===== src/slshd_pkg.sv =====
package slshd_pkg;

  typedef enum logic [1:0] {
    OP_OBSERVE     = 2'd0,
    OP_MODE_CHANGE = 2'd1,
    OP_CHECK       = 2'd2
  } op_e;

  typedef enum logic [1:0] {
    KIND_LOAD   = 2'd0,
    KIND_STORE  = 2'd1,
    KIND_ATOMIC = 2'd2,
    KIND_OTHER  = 2'd3
  } mem_kind_e;

  localparam int unsigned CfgIdxW  = 3;
  localparam int unsigned CfgDataW = 8;

  localparam logic [CfgIdxW-1:0] CFG_DETECT_MODE   = 3'd0;
  localparam logic [CfgIdxW-1:0] CFG_STORE_LIMIT   = 3'd1;
  localparam logic [CfgIdxW-1:0] CFG_LOAD_LIMIT    = 3'd2;
  localparam logic [CfgIdxW-1:0] CFG_USER_INTERVAL = 3'd3;
  localparam logic [CfgIdxW-1:0] CFG_MODE_GATE     = 3'd4;

  localparam logic       DETECT_STORE = 1'b0;
  localparam logic       DETECT_LOAD  = 1'b1;

  localparam logic [4:0] STORE_LIMIT_RST = 5'd16;
  localparam logic [6:0] LOAD_LIMIT_RST  = 7'd64;
  localparam logic [7:0] USER_INTERVAL_RST = 8'd0;
  localparam logic       MODE_GATE_RST   = 1'b1;
  localparam logic [7:0] STREAK_MAX      = 8'hFF;

  // Key layout of a store entry: address, data, access size, byte mask.
  localparam int unsigned StoreKeyW = 64 + 64 + 4 + 8;
  localparam int unsigned LoadKeyW  = 64;

  typedef struct packed {
    logic valid;
    logic done;
  } tok_ctrl_t;

endpackage


===== src/slshd_cell.sv =====
module slshd_cell #(
  parameter int unsigned KEY_W = 64
) (
  input  logic                clk_i,
  input  logic                rst_ni,
  input  logic                clear_i,
  input  logic                allow_i,
  input  logic                prev_occ_i,
  input  slshd_pkg::tok_ctrl_t tok_i,
  input  logic [KEY_W-1:0]    key_i,
  output slshd_pkg::tok_ctrl_t tok_o,
  output logic [KEY_W-1:0]    key_o,
  output logic                occ_o,
  output logic                ins_o
);

  logic [KEY_W-1:0]     entry_q;
  logic                 occ_q;
  logic                 occ_d;
  logic                 match;
  logic                 ins;
  slshd_pkg::tok_ctrl_t tok_q;
  slshd_pkg::tok_ctrl_t tok_d;
  logic [KEY_W-1:0]     key_q;

  assign match = occ_q && (entry_q == key_i);
  assign ins   = tok_i.valid && !tok_i.done && !occ_q && prev_occ_i && allow_i;
  assign occ_d = clear_i ? 1'b0 : (occ_q || ins);

  always_comb begin
    tok_d.valid = tok_i.valid;
    tok_d.done  = tok_i.done || match || ins;
  end

  always_ff @(posedge clk_i or negedge rst_ni) begin
    if (!rst_ni) begin
      occ_q <= 1'b0;
      tok_q <= '0;
    end else begin
      occ_q <= occ_d;
      tok_q <= tok_d;
    end
  end

  always_ff @(posedge clk_i) begin
    key_q <= key_i;
    if (ins) begin
      entry_q <= key_i;
    end
  end

  assign tok_o = tok_q;
  assign key_o = key_q;
  assign occ_o = occ_q;
  assign ins_o = ins;

endmodule


===== src/slshd_chain.sv =====
module slshd_chain #(
  parameter int unsigned DEPTH  = 16,
  parameter int unsigned KEY_W  = 64,
  parameter int unsigned LIM_W  = 5,
  parameter int unsigned FILL_W = $clog2(DEPTH + 1)
) (
  input  logic              clk_i,
  input  logic              rst_ni,
  input  logic              push_i,
  input  logic [KEY_W-1:0]  key_i,
  input  logic [LIM_W-1:0]  limit_i,
  input  logic              clear_i,
  output logic [FILL_W-1:0] fill_o,
  output logic              idle_o
);

  localparam int unsigned PendW = $clog2(DEPTH + 1);

  slshd_pkg::tok_ctrl_t tok [DEPTH+1];
  logic [KEY_W-1:0]     key [DEPTH+1];
  logic [DEPTH-1:0]     occ;
  logic [DEPTH-1:0]     ins;
  logic [DEPTH-1:0]     allow;
  logic [DEPTH-1:0]     prev_occ;
  logic [FILL_W-1:0]    fill_q;
  logic [FILL_W-1:0]    fill_d;
  logic [PendW-1:0]     pend_q;
  logic [PendW-1:0]     pend_d;

  assign tok[0].valid = push_i;
  assign tok[0].done  = 1'b0;
  assign key[0]       = key_i;

  for (genvar i = 0; i < DEPTH; i++) begin : g_cell
    assign allow[i] = 32'(i) < 32'(limit_i);
    if (i == 0) begin : g_head
      assign prev_occ[i] = 1'b1;
    end else begin : g_body
      assign prev_occ[i] = occ[i-1];
    end

    slshd_cell #(
      .KEY_W(KEY_W)
    ) u_cell (
      .clk_i     (clk_i),
      .rst_ni    (rst_ni),
      .clear_i   (clear_i),
      .allow_i   (allow[i]),
      .prev_occ_i(prev_occ[i]),
      .tok_i     (tok[i]),
      .key_i     (key[i]),
      .tok_o     (tok[i+1]),
      .key_o     (key[i+1]),
      .occ_o     (occ[i]),
      .ins_o     (ins[i])
    );
  end

  always_comb begin
    fill_d = fill_q;
    if (clear_i) begin
      fill_d = '0;
    end else if (|ins) begin
      fill_d = fill_q + FILL_W'(1);
    end
    pend_d = pend_q;
    if (push_i && !tok[DEPTH].valid) begin
      pend_d = pend_q + PendW'(1);
    end else if (!push_i && tok[DEPTH].valid) begin
      pend_d = pend_q - PendW'(1);
    end
  end

  always_ff @(posedge clk_i or negedge rst_ni) begin
    if (!rst_ni) begin
      fill_q <= '0;
      pend_q <= '0;
    end else begin
      fill_q <= fill_d;
      pend_q <= pend_d;
    end
  end

  assign fill_o = fill_q;
  assign idle_o = (pend_q == '0);

  // The occupied cells always form a prefix of the row, one per recorded entry.
  assert property (@(posedge clk_i) disable iff (!rst_ni)
    $countones(occ) == int'(fill_q))
    else $error("occupied cell count differs from fill count");

  assert property (@(posedge clk_i) disable iff (!rst_ni)
    ((occ + DEPTH'(1)) & occ) == '0)
    else $error("occupied cells are not contiguous from the head");

endmodule


===== config.mk =====
export PLATFORM = sky130hd
export DESIGN_NAME = slshd_chain
export DESIGN_NICKNAME = d
export VERILOG_FILES = /design/src/slshd_pkg.sv /design/src/slshd_cell.sv /design/src/slshd_chain.sv
export SDC_FILE = /design/constraint.sdc
export NUM_CORES = 2
export LEC_CHECK = 0
export BUFFER_PORTS_ARGS = -buffer_cell sky130_fd_sc_hd__buf_2
export CORE_MARGIN = 2
export CORE_UTILIZATION = 40
export DETAILED_ROUTE_END_ITERATION = 7
export GPL_TIMING_DRIVEN = 1
export PLACE_DENSITY = 0.57
export SETUP_SLACK_MARGIN = 0.4
export SYNTH_ARGS = -nofsm -noshare
export SYNTH_HDL_FRONTEND = slang
export SYNTH_SLANG_ARGS = --single-unit

===== constraint.sdc =====
create_clock -name clk_i -period 5.7 [get_ports clk_i]
set_input_delay 0 -clock clk_i [delete_from_list [all_inputs] [get_ports clk_i]]
set_output_delay 0 -clock clk_i [all_outputs]
set_load 0.05 [all_outputs]

---- After elaboration in Yosys (flattened, before gate mapping) ----
Index checks and enable logic that the tools add are counted.
word-level totals
  flip-flop bits (word level) ............. 1913
  input port bits ......................... 73
  output and inout port bits .............. 6
  word-level logic and storage cells ...... 293
operators by class
  $add $sub $neg .......................... 3
  order comparisons ....................... 16
  eq/ne operators ......................... 15
  muxes and demuxes ....................... 20
  reductions and logical operators ........ 161
operator list
  operator             number
  $eq 64x64->1         15
  $logic_and 1x1->1    79
  $logic_or 1x1->1     45
  $lt 4x5->1 const A   8
  $logic_not 1->1      33
  $lt 3x5->1 const A   4
  $mux 5               4
  $mux 1               16
  $reduce_or 16->1     1
  $add 5x1->5 const B  2
  $lt 1x5->1 const A   2
  $lt 2x5->1 const A   2
  $logic_not 5->1      1
  $sub 5x1->5 const B  1
  $reduce_bool 2->1    2

---- Longest topological paths before layout ----
  depth after elaboration ................. 8
  mapped depth ............................ 9
  gate-level depth less buffers ........... 9

---- By module ----
Synthesis repeated with hierarchy kept, for this count alone.
second synthesis, totals
  cells, all modules ...................... 3691
  area, all modules ....................... 64976.1 um2
by module, submodules not included
  module       instances  cells an instance  area each (um2)  sequential area each (um2)
  slshd_cell   16         225                4011.3           3278.1
  slshd_chain  1          91                 794.5            250.2

---- Worst setup path before layout ----
OpenSTA, ideal clock, no wires.
  path kind ............................... reg2reg
  from .................................... register g_cell[0].u_cell.occ_q
  to ...................................... register g_cell[0].u_cell.entry_q[0] (enable)
  setup time .............................. 583 ps
  arrival time ............................ 5187 ps
  setup slack ............................. -71 ps
  cell stages (with the launch flop) ...... 2
  clock period less this slack ............ 5771 ps
  cell sequence ........................... dfrtp_1 nor3b_1
between the ends
  cells in the longest elaborated chain, start to end .. 3
RTL lines
  element                          RTL line          source
  from (decl)                      slshd_cell.sv:18  logic occ_q;
  from (signal assigned)           slshd_cell.sv:37  occ_q <= 1'b0;
  from (signal assigned)           slshd_cell.sv:40  occ_q <= occ_d;
  $logic_not 1->1                  slshd_cell.sv:27  assign ins = tok_i.valid && !tok_i.done && !occ_q && prev_occ_i && allow_i;
  $logic_and 1x1->1 (2 in series)  slshd_cell.sv:27
  via g_cell[0].u_cell.ins_o       slshd_cell.sv:14  output logic ins_o
  to (signal assigned)             slshd_cell.sv:48  entry_q <= key_i;
  to (decl)                        slshd_cell.sv:17  logic [KEY_W-1:0] entry_q;
The timed path passes the listed nets, and every way through them passes these cells.
A chain may end at the register's enable or synchronous reset.

---- Worst setup path after layout ----
  from .................................... register g_cell[1].u_cell.occ_q
  to ...................................... register g_cell[1].u_cell.entry_q[10] (enable)
between the ends
  cells in the longest elaborated chain, start to end .. 4
RTL lines
  element                          RTL line
  from (decl)                      slshd_cell.sv:18
  from (signal assigned)           slshd_cell.sv:37
  from (signal assigned)           slshd_cell.sv:40
  $logic_not 1->1                  slshd_cell.sv:27
  $logic_and 1x1->1 (3 in series)  slshd_cell.sv:27
  via g_cell[1].u_cell.ins_o       slshd_cell.sv:14
  to (signal assigned)             slshd_cell.sv:48
  to (decl)                        slshd_cell.sv:17
The timed path passes the listed nets, and every way through them passes these cells.

==> flow_metrics.py <==
metrics = {
    "detailed_routing": {
        "via_count": 28766,
        "wirelength_um": 136000,
        "dr.first_iter.drc_count": 2313,
        "viasPerCell": 4.69,
        "met1_length_um": 58600,
        "firstDrtPassIters": 5,
        "wire_per_inst_um": 22.1,
        "routed-wl-met2_um": 67000,
        "remaining_drc_errors": 0,
        "ant_nets": 0,
        "wl_met3_um": 6250,
        "top_layer": "met5",
    },
    "setup_path": {
        "crit_end": "g_cell[1].u_cell.entry_q[10]",
        "reg2reg_from": "g_cell[1].u_cell.occ_o",
        "startpoint": "g_cell[1].u_cell.occ_o",
        "r2r_slack_ps": 2600,
        "worstPathArrival_ps": 3550,
        "crit_type": "register to register",
        "crit_fanout": 37,
        "cp.required_ps": 6150,
        "rr_endpoint": "g_cell[1].u_cell.entry_q[10]",
        "cp-start-kind": "register",
        "end_kind": "register",
        "rr_worst_depth": 3,
    },
    "grt": {
        "gr-total-overflow": 0,
        "grt_pass1_wl_um": 198000,
        "grt_pass1_vias": 29146,
        "grt_max_degree": 68,
        "track_usage": 0.177,
        "antenna_found_initial": 8,
    },
    "floorplan": {
        "num_io_pins": 79,
        "die_w_um": 392,
        "die_h_um": 392,
        "num_rows": 142,
        "die_area_um2": 154000,
        "initial_core_util": 0.402,
        "core_area_um2": 150000,
    },
    "placement": {
        "numPortBuffers": 78,
        "dp_hpwl_um": 98100,
        "place_area_um2": 63300,
        "routabilityCongestion": 0.833,
    },
    "synthesis": {
        "yosys-top-cells-area": "edfxtp_1 (48%), dfxtp_1 (30%), xor2_1 (5.8%)",
        "ys_types": 65,
        "syn-num-nets": 3621,
        "syn_inst": 3542,
        "ys.warnings.count": 0,
        "ys_seq_elements": 1913,
        "synthTopCellsByCount": "edfxtp_1 (960), dfxtp_1 (896), xor2_1 (401)",
        "syn_avg_cell_area_um2": 17.0,
        "async_flop_share": 0.0298,
        "synth-edff-count": 960,
        "syn_area_um2": 60200,
        "synth_most_common_cell": "edfxtp_1",
        "synth-main-ff-cell": "edfxtp_1",
        "synth_top_area_share": 0.479,
        "seq_area_frac_synth": 0.801,
        "yosysTopAreaCell": "edfxtp_1",
    },
    "finish": {
        "fillers": 12840,
        "fin_area_um2": 71000,
        "drive_gt1_frac": 0.0999,
        "syn2layout_area_growth_pct": 17.9,
        "final_util": 0.474,
        "nets": 4035,
    },
    "power": {
        "p_per_area_nw_per_um2": 401,
        "totalPowerFinal_w": 0.0285,
        "p_leak_nw": 25.3,
        "peakVddDrop_v": 0.000272,
    },
    "clocking": {
        "cts_buffers": 186,
        "clkSinkCount": 1913,
        "cts_root_buf": "clkbuf_16",
        "clock_latency_ps": 790,
        "cts_resized": 0,
        "clock_path_buffers": 3,
        "clk_pin_slew_ps": 60,
        "cts_tree": "yes",
        "htreeDepth": 4,
    },
    "sta": {
        "timing.fmax_mhz": 323,
        "fin_crit_ps": 3100,
        "setup_violations": 0,
        "setup-tns-final_ps": 0,
        "timing.hold.ws_ps": 48.5,
        "finalHoldViolations": 0,
        "finalCritPeriodShare": 0.543,
        "finClkSkew_ps": 38.8,
        "tightest_slew_ps": 1170,
        "rsz0062_at_grt": "false",
        "slew_violations": 0,
        "relSlewSlack": 0.216,
    },
    "run_status": {
        "status": "finished, final reports clean",
    },
    "run": {
        "cap_violations": 0,
    },
    "worst_hold_path": {
        "hold_depth": 6,
        "hp-class": "input pin to register",
    },
}
## critical path, stage by stage, from the launching register on
cell	delay, ps
dfrtp_1	420
nor4bb_1	850
o31a_2	940
buf_4	510
## worst min path at each step
| stage | from | endpoint | slack [ps] |
|---|---|---|---|
| floorplan | rst_ni | fill_o[0] | -300 |
| global placement | rst_ni | fill_o[3] | 130 |
| detailed placement | rst_ni | fill_o[3] | 130 |
| CTS | key_i[56] | g_cell[0].u_cell.entry_q[56] | 6 |
| global route | key_i[56] | g_cell[0].u_cell.entry_q[56] | 40 |
| finish | limit_i[1] | fill_o[1] | 50 |
## flip-flops by register name, indices dropped and copies added (netlist names)
signal	count
g_cell.u_cell.entry_q	960
g_cell.u_cell.key_o	896
fill_o	5
pend_q	5
g_cell.u_cell.occ_o	16
g_cell.u_cell.tok_o	31
## layout make-up
cell class / count / area, um^2 / share of cell area
flip-flops and latches: 1913 / 48200 / 0.679
multi-input cells: 1438 / 11300 / 0.160
well taps: 2016 / 2520 / 0.0355
clock inverters: 50 / 628 / 0.00885
inverters: 183 / 687 / 0.00968
clock buffers: 298 / 5660 / 0.0797
diodes: 5 / 12.5 / 0.000176
repair buffers: 234 / 1930 / 0.0272
## report_power, final
part,leakage [nW],switching [W],internal [W]
clock,3.07,0.00510,0.00724
sequential,16.9,0.000524,0.0149
combinational,5.29,0.000358,0.000374
## metal layers
| metal | global-route usage | up-vias |
|---|---|---|
| met5 | 0 | - |
| met4 | 0.0550 | 8 |
| met3 | 0.0350 | 205 |
| met2 | 0.299 | 637 |
| met1 | 0.230 | 14301 |
| li1 | - | 13615 |
## cell families after synthesis
family | count (synthesis) | synth area share
AO/OA/AOI/OAI | 219 | 0.0276
flip-flops | 1913 | 0.801
AND/OR/NAND/NOR | 422 | 0.0427
multiplexers | 1 | 0.000187
buffers and inverters | 191 | 0.0122
XOR/XNOR | 790 | 0.115
adder cells (fa/ha/maj) | 6 | 0.00137
## placed cells by master, fill, tap and decap left out, drive strengths merged, types with 4 or more instances in the layout
master       count
o22ai           59
o21ai           21
xnor2          389
bufinv           9
dfrtp           57
edfxtp         960
nor3            15
clkinv          35
o2bb2ai         26
ha               5
nand2b          15
nand3           21
clkbuf         298
o2111ai          8
inv            186
a221oi          24
xor2           401
nor4           141
a211o            6
nand4          127
a21oi           12
a2111oi          7
a222oi          12
nand2            9
nand4bb          5
o211ai           5
buf             96
nor4bb           8
nor2b            5
and3             4
or4              9
nor2            45
or3              7
dlygate4sd3    138
dfxtp          896
diode            5
a22o            16
## metrics by stage
step | setup slack (ps) | std cells
floorplan | 754 | 3542
global placement | 2690 | 5645
detailed placement | 2640 | 5645
CTS | 2620 | 6132
global route | 2450 | 6132
finish | 2600 | 6137
## timing repair
action / in CTS / in global routing
endpoints found under the hold margin: 222 / 0
hold buffers: 139 / 0
buffers inserted: 0 / 0
Note: power is estimated with default switching activity, not from simulation.
